`src/hdl/assert_macros.svh`:
```
// Assertion macros used by the receiver RTL.
`ifndef ASSERT_MACROS_SVH
`define ASSERT_MACROS_SVH

`ifndef SYNTH

// Same-cycle implication, checked outside reset.
`define ASSERT_IMPLIES(label, clk, rst_n, ante, cons) \
    label: assert property (@(posedge clk) disable iff (!(rst_n)) (ante) |-> (cons)) \
        else $error("assertion failed: same-cycle implication");

// Next-cycle implication, checked outside reset.
`define ASSERT_NEXT(label, clk, rst_n, ante, cons) \
    label: assert property (@(posedge clk) disable iff (!(rst_n)) (ante) |=> (cons)) \
        else $error("assertion failed: next-cycle implication");

`else

`define ASSERT_IMPLIES(label, clk, rst_n, ante, cons)
`define ASSERT_NEXT(label, clk, rst_n, ante, cons)

`endif

`endif

```
`src/hdl/cfr_pkg.sv`:
```
// Types and constants of the command frame receiver.
`default_nettype none

package cfr_pkg;

    localparam int unsigned CRC_W = 16;

    // Result event codes
    typedef enum logic [3:0] {
        EV_BUZZ_ON    = 4'd0,
        EV_LIGHT_ON   = 4'd1,
        EV_BUZZ_OFF   = 4'd2,
        EV_LIGHT_OFF  = 4'd3,
        EV_KEY_QUERY  = 4'd4,
        EV_VER_QUERY  = 4'd5,
        EV_READ_CAL   = 4'd6,
        EV_CAL_OK     = 4'd7,
        EV_BAUD_SET   = 4'd8,
        EV_BAUD_ZERO  = 4'd9,
        EV_CRC_ERR    = 4'd10,
        EV_TIMEOUT    = 4'd11
    } event_t;

    // Receiver mode; the unused code behaves as idle
    typedef enum logic [1:0] {
        MODE_IDLE = 2'd0,
        MODE_CAL  = 2'd1,
        MODE_BAUD = 2'd2
    } mode_t;

    // Item kinds
    localparam logic CMD_BYTE = 1'b0;
    localparam logic CMD_TICK = 1'b1;

    // Configuration register indexes
    localparam logic CFG_CRC_POLY = 1'b0;
    localparam logic CFG_TIMEOUT  = 1'b1;

    localparam logic [CRC_W-1:0] CRC_POLY_RESET = 16'h1021;
    localparam logic [15:0]      TIMEOUT_RESET  = 16'd3000;

    // Received byte codes
    localparam logic [7:0] BYTE_PREFIX     = 8'hFE;
    localparam logic [7:0] BYTE_CAL_FRAME  = 8'h01;
    localparam logic [7:0] BYTE_READ_CAL   = 8'h03;
    localparam logic [7:0] BYTE_BAUD_FRAME = 8'h51;
    localparam logic [7:0] BYTE_BUZZ_ON    = 8'hA0;
    localparam logic [7:0] BYTE_LIGHT_ON   = 8'h0A;
    localparam logic [7:0] BYTE_BUZZ_OFF   = 8'h50;
    localparam logic [7:0] BYTE_LIGHT_OFF  = 8'h05;
    localparam logic [7:0] BYTE_KEY_QUERY  = 8'h29;
    localparam logic [7:0] BYTE_VER_QUERY  = 8'h77;

endpackage

`default_nettype wire

```
`src/hdl/command_frame_receiver_crc16.sv`:
```
// Top level of the serial command frame receiver with CRC-16 check.
//
//  channel   dir  handshake               payload
//  s_        in   s_valid / s_ready       s_cmd, s_data_byte
//  m_        out  m_valid / m_ready       m_event_res, m_baud_value, m_frame_length
//  cfg_      in   cfg_valid / cfg_ready   cfg_index, cfg_data
//
// One item per cycle unless the result side stalls: an item waits in the input register,
// then the parser state and the result register update in the same cycle; the byte-wide
// CRC step is the longest path. m_valid rises once a result has passed both registers.
// Synchronous active-low reset clears all control state and loads the register
// defaults. A stalled result holds the input register; the input side keeps
// taking items while either register has room. cfg_ready is always high.
`default_nettype none

module command_frame_receiver_crc16
    import cfr_pkg::*;
#(
    parameter int unsigned MAX_PAYLOAD = 96
) (
    input  wire logic        aclk,
    input  wire logic        aresetn,

    input  wire logic        s_valid,
    output logic             s_ready,
    input  wire logic        s_cmd,
    input  wire logic [7:0]  s_data_byte,

    output logic             m_valid,
    input  wire logic        m_ready,
    output logic [3:0]       m_event_res,
    output logic [31:0]      m_baud_value,
    output logic [15:0]      m_frame_length,

    input  wire logic        cfg_valid,
    output logic             cfg_ready,
    input  wire logic        cfg_index,
    input  wire logic [15:0] cfg_data
);

    `include "assert_macros.svh"

    // Configuration registers
    logic [CRC_W-1:0] crc_poly_reg;
    logic [15:0]      timeout_ticks_reg;

    // Input register
    logic       in_valid_reg, in_valid_next;
    logic       in_cmd_reg;
    logic [7:0] in_byte_reg;

    // Parser state
    logic             prefix_seen_reg, prefix_seen_next;
    mode_t            mode_reg, mode_next;
    logic [7:0]       byte_count_reg, byte_count_next;
    logic [15:0]      declared_length_reg, declared_length_next;
    logic [CRC_W-1:0] running_crc_reg, running_crc_next;
    logic [7:0]       crc_high_reg, crc_high_next;
    logic [31:0]      baud_accum_reg, baud_accum_next;
    logic [15:0]      tick_count_reg, tick_count_next;

    // Result register
    logic        out_valid_reg, out_valid_next;
    event_t      out_event_reg;
    logic [31:0] out_baud_reg;
    logic [15:0] out_len_reg;

    // Decode
    logic             s_accept, advance;
    logic             is_tick, busy;
    logic [15:0]      tick_inc;
    logic             timeout_hit;
    logic             len_ok;
    logic [8:0]       idx9, len9;
    logic             crc_phase, crc_hi_phase, crc_lo_phase;
    logic             crc_match;
    logic [31:0]      baud_or;
    logic [CRC_W-1:0] crc_step;

    // Result
    logic        res_valid;
    event_t      res_event;
    logic [31:0] res_baud;
    logic [15:0] res_len;

    // Check terms
    logic chk_baud_set, chk_good_close, chk_closed, chk_timeout, chk_timer_clear;

    // Handshakes
    assign advance   = in_valid_reg && (!out_valid_reg || m_ready);
    assign s_ready   = !in_valid_reg || advance;
    assign s_accept  = s_valid && s_ready;
    assign cfg_ready = 1'b1;

    assign m_valid        = out_valid_reg;
    assign m_event_res    = out_event_reg;
    assign m_baud_value   = out_baud_reg;
    assign m_frame_length = out_len_reg;

    cfr_crc_byte u_crc (
        .crc_in    (running_crc_reg),
        .data_byte (in_byte_reg),
        .poly      (crc_poly_reg),
        .crc_out   (crc_step)
    );

    // Shared decode of the item in the input register
    always_comb begin
        is_tick     = (in_cmd_reg == CMD_TICK);
        busy        = (mode_reg == MODE_CAL) || (mode_reg == MODE_BAUD);
        tick_inc    = (tick_count_reg != 16'hFFFF) ? tick_count_reg + 16'd1 : tick_count_reg;
        timeout_hit = busy && (tick_inc >= timeout_ticks_reg);
        len_ok      = (declared_length_reg <= 16'(MAX_PAYLOAD));
        idx9        = {1'b0, byte_count_reg};
        len9        = {1'b0, declared_length_reg[7:0]};
        crc_phase    = idx9 < (len9 + 9'd2);
        crc_hi_phase = idx9 == (len9 + 9'd2);
        crc_lo_phase = idx9 == (len9 + 9'd3);
        crc_match    = (running_crc_reg == {crc_high_reg, in_byte_reg});
        // Place the first four payload bytes big-endian
        case (byte_count_reg)
            8'd2:    baud_or = baud_accum_reg | {in_byte_reg, 24'h000000};
            8'd3:    baud_or = baud_accum_reg | {8'h00, in_byte_reg, 16'h0000};
            8'd4:    baud_or = baud_accum_reg | {16'h0000, in_byte_reg, 8'h00};
            8'd5:    baud_or = baud_accum_reg | {24'h000000, in_byte_reg};
            default: baud_or = baud_accum_reg;
        endcase
    end

    // Next parser state
    always_comb begin
        prefix_seen_next     = prefix_seen_reg;
        mode_next            = mode_reg;
        byte_count_next      = byte_count_reg;
        declared_length_next = declared_length_reg;
        running_crc_next     = running_crc_reg;
        crc_high_next        = crc_high_reg;
        baud_accum_next      = baud_accum_reg;
        tick_count_next      = tick_count_reg;
        if (advance) begin
            if (is_tick) begin
                tick_count_next = tick_inc;
                // Drop the open frame
                if (timeout_hit) begin
                    prefix_seen_next     = 1'b0;
                    mode_next            = MODE_IDLE;
                    declared_length_next = '0;
                    tick_count_next      = '0;
                    byte_count_next      = '0;
                    running_crc_next     = '0;
                    crc_high_next        = '0;
                    baud_accum_next      = '0;
                end
            end else if (!busy) begin
                if (in_byte_reg == BYTE_PREFIX && !prefix_seen_reg) begin
                    prefix_seen_next = 1'b1;
                end else if (prefix_seen_reg && (in_byte_reg == BYTE_CAL_FRAME ||
                                                 in_byte_reg == BYTE_BAUD_FRAME)) begin
                    mode_next       = (in_byte_reg == BYTE_CAL_FRAME) ? MODE_CAL : MODE_BAUD;
                    tick_count_next = '0;
                end else if (prefix_seen_reg && in_byte_reg == BYTE_READ_CAL) begin
                    prefix_seen_next = 1'b0;
                end
            end else begin
                byte_count_next = (byte_count_reg != 8'hFF) ? byte_count_reg + 8'd1
                                                             : byte_count_reg;
                if (byte_count_reg == 8'd0) begin
                    declared_length_next = declared_length_reg | {in_byte_reg, 8'h00};
                end else if (byte_count_reg == 8'd1) begin
                    declared_length_next = declared_length_reg | {8'h00, in_byte_reg};
                end else begin
                    baud_accum_next = baud_or;
                    if (len_ok) begin
                        if (crc_phase) begin
                            running_crc_next = crc_step;
                        end else if (crc_hi_phase) begin
                            crc_high_next = in_byte_reg;
                        end else if (crc_lo_phase) begin
                            byte_count_next  = '0;
                            running_crc_next = '0;
                            crc_high_next    = '0;
                            baud_accum_next  = '0;
                            // Close the frame only on a good check
                            if (crc_match) begin
                                prefix_seen_next     = 1'b0;
                                mode_next            = MODE_IDLE;
                                declared_length_next = '0;
                            end
                        end
                    end
                end
            end
        end
    end

    // Result of the current item
    always_comb begin
        res_valid = 1'b0;
        res_event = EV_BUZZ_ON;
        res_baud  = '0;
        res_len   = '0;
        if (is_tick) begin
            if (timeout_hit) begin
                res_valid = 1'b1;
                res_event = EV_TIMEOUT;
            end
        end else if (!busy) begin
            if (in_byte_reg == BYTE_PREFIX && !prefix_seen_reg) begin
                res_valid = 1'b0;
            end else if (prefix_seen_reg && (in_byte_reg == BYTE_CAL_FRAME ||
                                             in_byte_reg == BYTE_BAUD_FRAME)) begin
                res_valid = 1'b0;
            end else if (prefix_seen_reg && in_byte_reg == BYTE_READ_CAL) begin
                res_valid = 1'b1;
                res_event = EV_READ_CAL;
            end else begin
                res_valid = 1'b1;
                case (in_byte_reg)
                    BYTE_BUZZ_ON:   res_event = EV_BUZZ_ON;
                    BYTE_LIGHT_ON:  res_event = EV_LIGHT_ON;
                    BYTE_BUZZ_OFF:  res_event = EV_BUZZ_OFF;
                    BYTE_LIGHT_OFF: res_event = EV_LIGHT_OFF;
                    BYTE_KEY_QUERY: res_event = EV_KEY_QUERY;
                    BYTE_VER_QUERY: res_event = EV_VER_QUERY;
                    default:        res_valid = 1'b0;
                endcase
            end
        end else if (byte_count_reg >= 8'd2 && len_ok && crc_lo_phase) begin
            res_valid = 1'b1;
            res_len   = declared_length_reg;
            if (!crc_match) begin
                res_event = EV_CRC_ERR;
            end else if (mode_reg == MODE_CAL) begin
                res_event = EV_CAL_OK;
            end else if (baud_or != 32'd0) begin
                res_event = EV_BAUD_SET;
                res_baud  = baud_or;
            end else begin
                res_event = EV_BAUD_ZERO;
            end
        end
    end

    // Input and result register valids
    always_comb begin
        if (s_accept) begin
            in_valid_next = 1'b1;
        end else if (advance) begin
            in_valid_next = 1'b0;
        end else begin
            in_valid_next = in_valid_reg;
        end
        if (advance) begin
            out_valid_next = res_valid;
        end else if (m_ready) begin
            out_valid_next = 1'b0;
        end else begin
            out_valid_next = out_valid_reg;
        end
    end

    // Control and configuration registers
    always_ff @(posedge aclk) begin
        if (!aresetn) begin
            crc_poly_reg        <= CRC_POLY_RESET;
            timeout_ticks_reg   <= TIMEOUT_RESET;
            in_valid_reg        <= 1'b0;
            out_valid_reg       <= 1'b0;
            prefix_seen_reg     <= 1'b0;
            mode_reg            <= MODE_IDLE;
            byte_count_reg      <= '0;
            declared_length_reg <= '0;
            running_crc_reg     <= '0;
            crc_high_reg        <= '0;
            baud_accum_reg      <= '0;
            tick_count_reg      <= '0;
        end else begin
            if (cfg_valid && cfg_ready) begin
                case (cfg_index)
                    CFG_CRC_POLY: crc_poly_reg      <= cfg_data;
                    CFG_TIMEOUT:  timeout_ticks_reg <= cfg_data;
                    default:      crc_poly_reg      <= crc_poly_reg;
                endcase
            end
            in_valid_reg        <= in_valid_next;
            out_valid_reg       <= out_valid_next;
            prefix_seen_reg     <= prefix_seen_next;
            mode_reg            <= mode_next;
            byte_count_reg      <= byte_count_next;
            declared_length_reg <= declared_length_next;
            running_crc_reg     <= running_crc_next;
            crc_high_reg        <= crc_high_next;
            baud_accum_reg      <= baud_accum_next;
            tick_count_reg      <= tick_count_next;
        end
    end

    // Payload registers
    always_ff @(posedge aclk) begin
        if (s_accept) begin
            in_cmd_reg  <= s_cmd;
            in_byte_reg <= s_data_byte;
        end
        if (advance) begin
            out_event_reg <= res_event;
            out_baud_reg  <= res_baud;
            out_len_reg   <= res_len;
        end
    end

    // Checks
    assign chk_baud_set    = out_valid_reg && (out_event_reg == EV_BAUD_SET);
    assign chk_good_close  = advance && res_valid &&
                             (res_event == EV_CAL_OK || res_event == EV_BAUD_SET ||
                              res_event == EV_BAUD_ZERO);
    assign chk_closed      = (mode_reg == MODE_IDLE) && !prefix_seen_reg &&
                             (byte_count_reg == 8'd0);
    assign chk_timeout     = advance && res_valid && (res_event == EV_TIMEOUT);
    assign chk_timer_clear = (tick_count_reg == 16'd0) && (mode_reg == MODE_IDLE);

    `ASSERT_NEXT(a_in_hold, aclk, aresetn, in_valid_reg && !advance, in_valid_reg)
    `ASSERT_IMPLIES(a_baud_set_nonzero, aclk, aresetn, chk_baud_set, out_baud_reg != 32'd0)
    `ASSERT_NEXT(a_good_frame_closes, aclk, aresetn, chk_good_close, chk_closed)
    `ASSERT_NEXT(a_timeout_clears, aclk, aresetn, chk_timeout, chk_timer_clear)

endmodule

`default_nettype wire

```
`src/hdl/cfr_crc_byte.sv`:
```
// One-byte CRC update, MSB first, with a programmable polynomial.
`default_nettype none

module cfr_crc_byte
    import cfr_pkg::*;
(
    input  wire logic [CRC_W-1:0] crc_in,
    input  wire logic [7:0]       data_byte,
    input  wire logic [CRC_W-1:0] poly,
    output logic      [CRC_W-1:0] crc_out
);

    // Fold the byte into the top and shift out eight bits
    always_comb begin
        logic [CRC_W-1:0] c;
        c = crc_in ^ {data_byte, {(CRC_W-8){1'b0}}};
        for (int i = 0; i < 8; i++) begin
            if (c[CRC_W-1]) begin
                c = {c[CRC_W-2:0], 1'b0} ^ poly;
            end else begin
                c = {c[CRC_W-2:0], 1'b0};
            end
        end
        crc_out = c;
    end

endmodule

`default_nettype wire

```
`config.mk`:
```
export PLATFORM = sky130hd
export DESIGN_NAME = command_frame_receiver_crc16
export DESIGN_NICKNAME = d
export VERILOG_FILES = /design/src/hdl/cfr_pkg.sv /design/src/hdl/command_frame_receiver_crc16.sv /design/src/hdl/cfr_crc_byte.sv
export VERILOG_INCLUDE_DIRS = /design/src /design/src/hdl
export SDC_FILE = /design/constraint.sdc
export NUM_CORES = 1
export LEC_CHECK = 0
export BUFFER_PORTS_ARGS = -buffer_cell sky130_fd_sc_hd__buf_2
export CAP_MARGIN = 30
export CORE_ASPECT_RATIO = 0.5
export CORE_MARGIN = 2
export CORE_UTILIZATION = 55
export CTS_BUF_LIST = sky130_fd_sc_hd__clkbuf_16
export CTS_CLUSTER_DIAMETER = 30
export DETAILED_ROUTE_END_ITERATION = 7
export PLACE_DENSITY = 0.74
export SLEW_MARGIN = 20
export SYNTH_ARGS = -nofsm -noshare
export SYNTH_HDL_FRONTEND = slang
export SYNTH_SLANG_ARGS = --single-unit
export TNS_END_PERCENT = 30
```
`constraint.sdc`:
```
create_clock -name aclk -period 6.4 [get_ports aclk]
set_input_delay 1.28 -clock aclk [delete_from_list [all_inputs] [get_ports aclk]]
set_output_delay 1.28 -clock aclk [all_outputs]
set_load 0.01 [all_outputs]
```
## After elaboration in Yosys (flattened, before gate mapping)

Cells that the tools add are included.

- Register bits after elaboration: 194
- Bits of input ports: 31
- Output and inout bits: 55
- Word-level logic and storage cells: 236

- Add/subtract/negate cells: 4
- $lt $le $gt $ge: 4
- Equality and inequality tests: 40
- Multiplexer cells: 109
- Bitwise gates (word level): 20
- Reduce and logical (&&, ||, !) cells: 42

Operator list:

| operator | number |
|---|---|
| $mux W16 | 32 |
| $mux W32 | 9 |
| $mux W8 | 18 |
| $xor A16 B16 Y16 | 9 |
| $pmux W32 S4 | 1 |
| $or A32 B16 Y32 | 1 |
| $or A32 B24 Y32 | 1 |
| $or A32 B32 Y32 | 1 |
| $or A32 B8 Y32 | 1 |
| $reduce_bool A32 Y1 | 1 |
| $mux W1 | 26 |
| $mux W2 | 13 |
| $eq A8 B2 Y1 const B | 3 |
| $eq A8 B3 Y1 const B | 3 |
| $eq A8 B7 Y1 const B | 3 |
| $mux W4 | 6 |
| $reduce_and A8 Y1 | 3 |
| $reduce_and A11 Y1 | 2 |
| $add A8 B2 Y9 const B | 2 |
| $eq A8 B9 Y1 | 2 |
| $ne A3 B3 Y1 const B | 6 |
| $add A16 B1 Y16 const B | 1 |
| $eq A16 B16 Y1 | 1 |
| $eq A8 B1 Y1 const B | 2 |
| 35 further kinds | 72 |

## Logic depth before layout (Yosys ltp)

- Word-level depth: 23
- Depth in mapped cells: 23
- Mapped depth without buffers: 21

## Hierarchy

Synthesis repeated with hierarchy kept, for this count alone.

- Cells, all modules: 1358
- Area total of the unflattened synthesis: 12273.0 µm²

By module, submodules not included:

| module | instances | cells each | area an instance (µm²) | seq. area each (µm²) |
|---|---|---|---|---|
| command_frame_receiver_crc16 | 1 | 975 | 9375.2 | 4494.3 |
| cfr_crc_byte | 1 | 383 | 2897.8 | 0.0 |

## Least setup slack after synthesis

OpenSTA, ideal clock, no wires.

- Path type: register to register
- Start point: register tick_count_reg[7]
- End point: register baud_accum_reg[22]
- Library setup time: 0.128 ns
- Arrival time: 4.343 ns
- Data required time: 6.272 ns
- Slack: 1.929 ns
- Cell stages (with the launch flop): 21
- Buffers on the path: 3
- Clock period less this slack: 4.471 ns
- Cells stage by stage: dfxtp_1 -> clkbuf_1 -> nand4_1 -> nor3_1 -> and4_1 -> nand4_1 -> mux2_2 -> ha_1 -> a21o_1 -> a21o_1 -> a21o_1 -> a21o_1 -> a21oi_1 -> o21ai_0 -> a221oi_1 -> a211oi_1 -> and2_0 -> clkbuf_1 -> clkbuf_1 -> a31oi_1 -> nor2_1

- Word-level cells in the longest chain between the ends: 6
- Elaborated cells on any way between the ends: 7
- Classes of those cells: add/sub (1); order compare (1); eq/ne (2); mux (1); reduce/logical (2)

RTL lines:

| element | RTL line | source |
|---|---|---|
| start, declared | command_frame_receiver_crc16.sv:60 | `logic [15:0] tick_count_reg, tick_count_next;` |
| start signal, assigned | command_frame_receiver_crc16.sv:294 | `tick_count_reg <= tick_count_next;` |
| $add A16 B1 Y16 / $ne A16 B16 Y1 (equally long branches) | command_frame_receiver_crc16.sv:111 | `tick_inc = (tick_count_reg != 16'hFFFF) ? tick_count_reg + 16'd1 : tick_count_reg;` |
| $mux W16 * | command_frame_receiver_crc16.sv:111 |  |
| $ge A16 B16 Y1 * | command_frame_receiver_crc16.sv:112 | `timeout_hit = busy && (tick_inc >= timeout_ticks_reg);` |
| $logic_and A1 B1 Y1 * | command_frame_receiver_crc16.sv:112 |  |
| $ne A2 B1 Y1 (no source line) * | -- |  |
| $reduce_and A5 Y1 (no source line) * | -- |  |
| end signal, assigned | command_frame_receiver_crc16.sv:293 | `baud_accum_reg <= baud_accum_next;` |
| end, declared | command_frame_receiver_crc16.sv:59 | `logic [31:0] baud_accum_reg, baud_accum_next;` |

Mark *: on every way between the ends. The rest lies on a longest branch, timed or not.
A chain may end at the register's enable or synchronous reset.

## Worst setup path in the final report

- Start point: register tick_count_reg[3]
- End point: register tick_count_reg[8]

- Word-level cells in the longest chain between the ends: 6
- Elaborated cells on any way between the ends: 7
- Classes of those cells: add/sub (1); order compare (1); eq/ne (1); mux (3); reduce/logical (1)

RTL lines:

| element | RTL line | source |
|---|---|---|
| $add A16 B1 Y16 / $ne A16 B16 Y1 (equally long branches) | command_frame_receiver_crc16.sv:111 |  |
| $mux W16 * | command_frame_receiver_crc16.sv:111 |  |
| $ge A16 B16 Y1 | command_frame_receiver_crc16.sv:112 |  |
| $logic_and A1 B1 Y1 | command_frame_receiver_crc16.sv:112 |  |
| $mux W16 * | command_frame_receiver_crc16.sv:144 | `if (timeout_hit) begin` |
| $mux W16 * | command_frame_receiver_crc16.sv:141 | `if (is_tick) begin` |

Marked as above.

==> run metrics <==
GPL Wtd Cong=0.903; final-report max-slew violation count=0; count of cell types in the netlist=75; endpoints failing setup=0; min-delay src=declared_length_reg[14]; layout cell share with drive strength beyond 1=11.4%; Top delay family on crit path=simple AND/OR/NAND/NOR gates; final non-filler cell area=12400 um2; DIE WIDTH=207 um; hold slack final=0.469 ns; die area=21800 um2; Core Region=20400 um2; Final Non-Filler Cells=1639; Warnings, synthesis=0; Total GRT Usage=27.1%; via count=9810; Core Rows=37; slowest stage delay, CP=0.84 ns; placed insts=1605; Post-synth EDFFs=61; critical path class=reg2reg; 1st-pass router iterations=5; slack of the worst reg-to-reg path=0.71 ns; r2r startpoint=tick_count_reg[3]; Die Height=105 um; initial antenna violation count=0; sequential-to-total area share from yosys stat=39.7%; slowest cell on the critical path=a221oi_1; Tightest Pin Transition=0.963 ns; switching share of power=28.7%; relative slew slack=35.8%; Area Overhead vs Synth=9.49%; Root Buffer Master=clkbuf_16; vias in the first global route=9145; Clock Skew=0.0134 ns; IO Pins=86; port bufs=84; switching power=798 uW; CTS resizes=0; latest clock arrival within the worst-skew pair=0.45 ns; Crit path depth=19; setup bufs post-CTS=0; R2R Path End=tick_count_reg[8]; async set-reset flop share out of synthesis=0%; Leakage=0.00470 uW; FF/Latch Area=4490 um2; number of synthesized register bits=194; ANT nets after route=0; WL final=29.1 mm; filler instances=1784; Peak VDD IR=0.180 mV; clock transition at the registers of the reported paths=0.07 ns; Placed Area=11800 um2; clk buf depth=2; RSZ-0062 raised after global routing=false; Clk pwr share=36.7%; worst hold path class=reg2reg; gr ovfl total=0; # diodes=0; WP buf/inv=1; Max FO, Critical Path=9; area taken by multi-input logic gates=6330 um2; Post-CTS Hold Fix Bufs=0; R2R depth=19; Mapped Cells=1326; Most common cell on crit path=o21ai_0; detailed-placement wirelength estimate=20.0 mm; Worst Hold End=declared_length_reg[14]; outcome=finished, final reports clean; max cap viols=0; final worst-path cycle share=88.9%; number of DRC markers in iteration 0=955; Worst setup SP type=flip-flop; largest net degree at the start of global routing=54; CTS Sinks=194; fin util=60.8%; Worst Path Required=6.77 ns; first-pass GRT wire length=47.0 mm; Reg power frac=47.8%; part of the power in combinational logic=15.5%; Min-Delay Path Depth=2; CTS tree=done; FMAX=0.176 GHz; power density cells=224 nW/um2; Avg WL per Cell=17.7 um; crit end category=flip-flop; Mean Syn Cell Area=8.53 um2; TritonCTS Buffers=17; min cycle time layout=5.69 ns; Fin Setup TNS=0 ns; Vias per Instance=5.99; Critical Path, Cell by Cell=and3_1 > nand2_1 > nor3_1 > and4_1 > nand4_1 > nand2_1 > inv_1 > nand3_1 > nor2_1 > xnor2_1 > ha_1 > nor2b_1 > a2111oi_0 > o21ai_0 > a221oi_1 > o21ai_0 > nor2_1 > o21ai_0 > a21boi_0; Post-layout nets=1419; Int Power=1980 uW; Hold Fails Final Rpt=0; Primary FF master, synth=dfxtp_1; starting density of the core=55.6%; H-tree Lvls=4; # DRC=0; Netlist Area Pre-Place=11300 um2; CP Data Arrival Time=6.06 ns
-- power by group through the flow --
stage / logic, uW / clock network (uW) / registers (uW)
finish: 429 / 1020 / 1330
global route: 466 / 1080 / 1330
CTS: 423 / 1030 / 1330
detailed placement: 419 / 0 / 1360
global placement: 411 / 0 / 1350
floorplan: 352 / 0 / 1330
-- routing by layer --
layer | part of all wire [%] | global-route usage [%]
met1 | 47 | 39.2
met2 | 44 | 41.9
met3 | 7.1 | 4.39
met4 | 1.5 | 7.70
met5 | 0 | 0
-- cell usage in the layout (no fill, tap or decap), types with 13 or more instances in the layout --
cell       instances
o211ai_1          13
dfxtp_1          133
o21ai_0           50
buf_2             84
nor3_1            19
nand4_1           22
and3_1            19
nor2_1           125
and2_1            20
clkbuf_16         17
a31oi_1           36
a21oi_1           84
buf_4             14
a21boi_0          14
edfxtp_1          61
a21o_1            15
o2bb2ai_1         15
ha_1              34
xnor2_1          127
nor2b_1           17
inv_1             36
nand2b_1          14
nand2_1          170
nand3_1           49
xor2_1            25
-- tightest hold or removal path, delay by kind of cell (launching register included) --
kind | cells | cell delay [ns]
AO/OA/AOI/OAI | 1 | 0.04
flip-flops | 1 | 0.33
AND/OR/NAND/NOR | 1 | 0.07
-- Yosys cell counts (all sizes together) (34+ instances only) --
| library cell | number | area, um2 |
|---|---|---|
| nand2 | 170 | 638 |
| dfxtp | 133 | 2660 |
| xnor2 | 130 | 1150 |
| nor2 | 125 | 469 |
| a21oi | 84 | 420 |
| clkbuf | 81 | 308 |
| edfxtp | 61 | 1830 |
| nand3 | 59 | 345 |
| o21ai | 53 | 265 |
| a31oi | 37 | 238 |
| inv | 36 | 135 |
| ha | 34 | 425 |
-- final cells by class --
type / instances / area share (%)
Clock buffer: 17 / 3.43
Sequential cell: 194 / 36.3
Tap cell: 273 / 2.76
Clock inverter: 14 / 1.00
Multi-Input combinational cell: 1005 / 51.1
Timing Repair Buffer: 99 / 4.33
Inverter: 37 / 1.12
-- through the flow --
stage | setup slack, ns | total power (uW)
5_1_grt | 0.133 | 2880
6_report | 0.709 | 2780
4_1_cts | 0.796 | 2780
3_3_place_gp | 1.06 | 1770
2_1_floorplan | 1.93 | 1680
3_5_place_dp | 0.834 | 1770
-- cells by family after synthesis --
family                     after synthesis  synth area share, %
AOI/OAI and AO/OA                      292                 16.7
xor gates and xnor gates               161                 13.3
adders and majority gates               34                 3.76
buffers and inverters                  135                 4.79
DFF                                    194                 39.7
muxes                                    6                0.553
other                                    2               0.0664
and+or+nand+nor                        502                 21.1
-- worst max-delay path by stage --
stage                       from                 end  slack [ns]
3_5_place_dp   tick_count_reg[3]  baud_accum_reg[28]        0.83
2_1_floorplan  tick_count_reg[7]  baud_accum_reg[22]        1.93
5_1_grt        tick_count_reg[3]   tick_count_reg[8]        0.13
3_3_place_gp      in_byte_reg[7]  running_crc_reg[3]        1.06
6_report       tick_count_reg[3]   tick_count_reg[8]        0.71
4_1_cts        tick_count_reg[3]  baud_accum_reg[30]        0.80
Note: power is estimated with default switching activity, not from simulation.
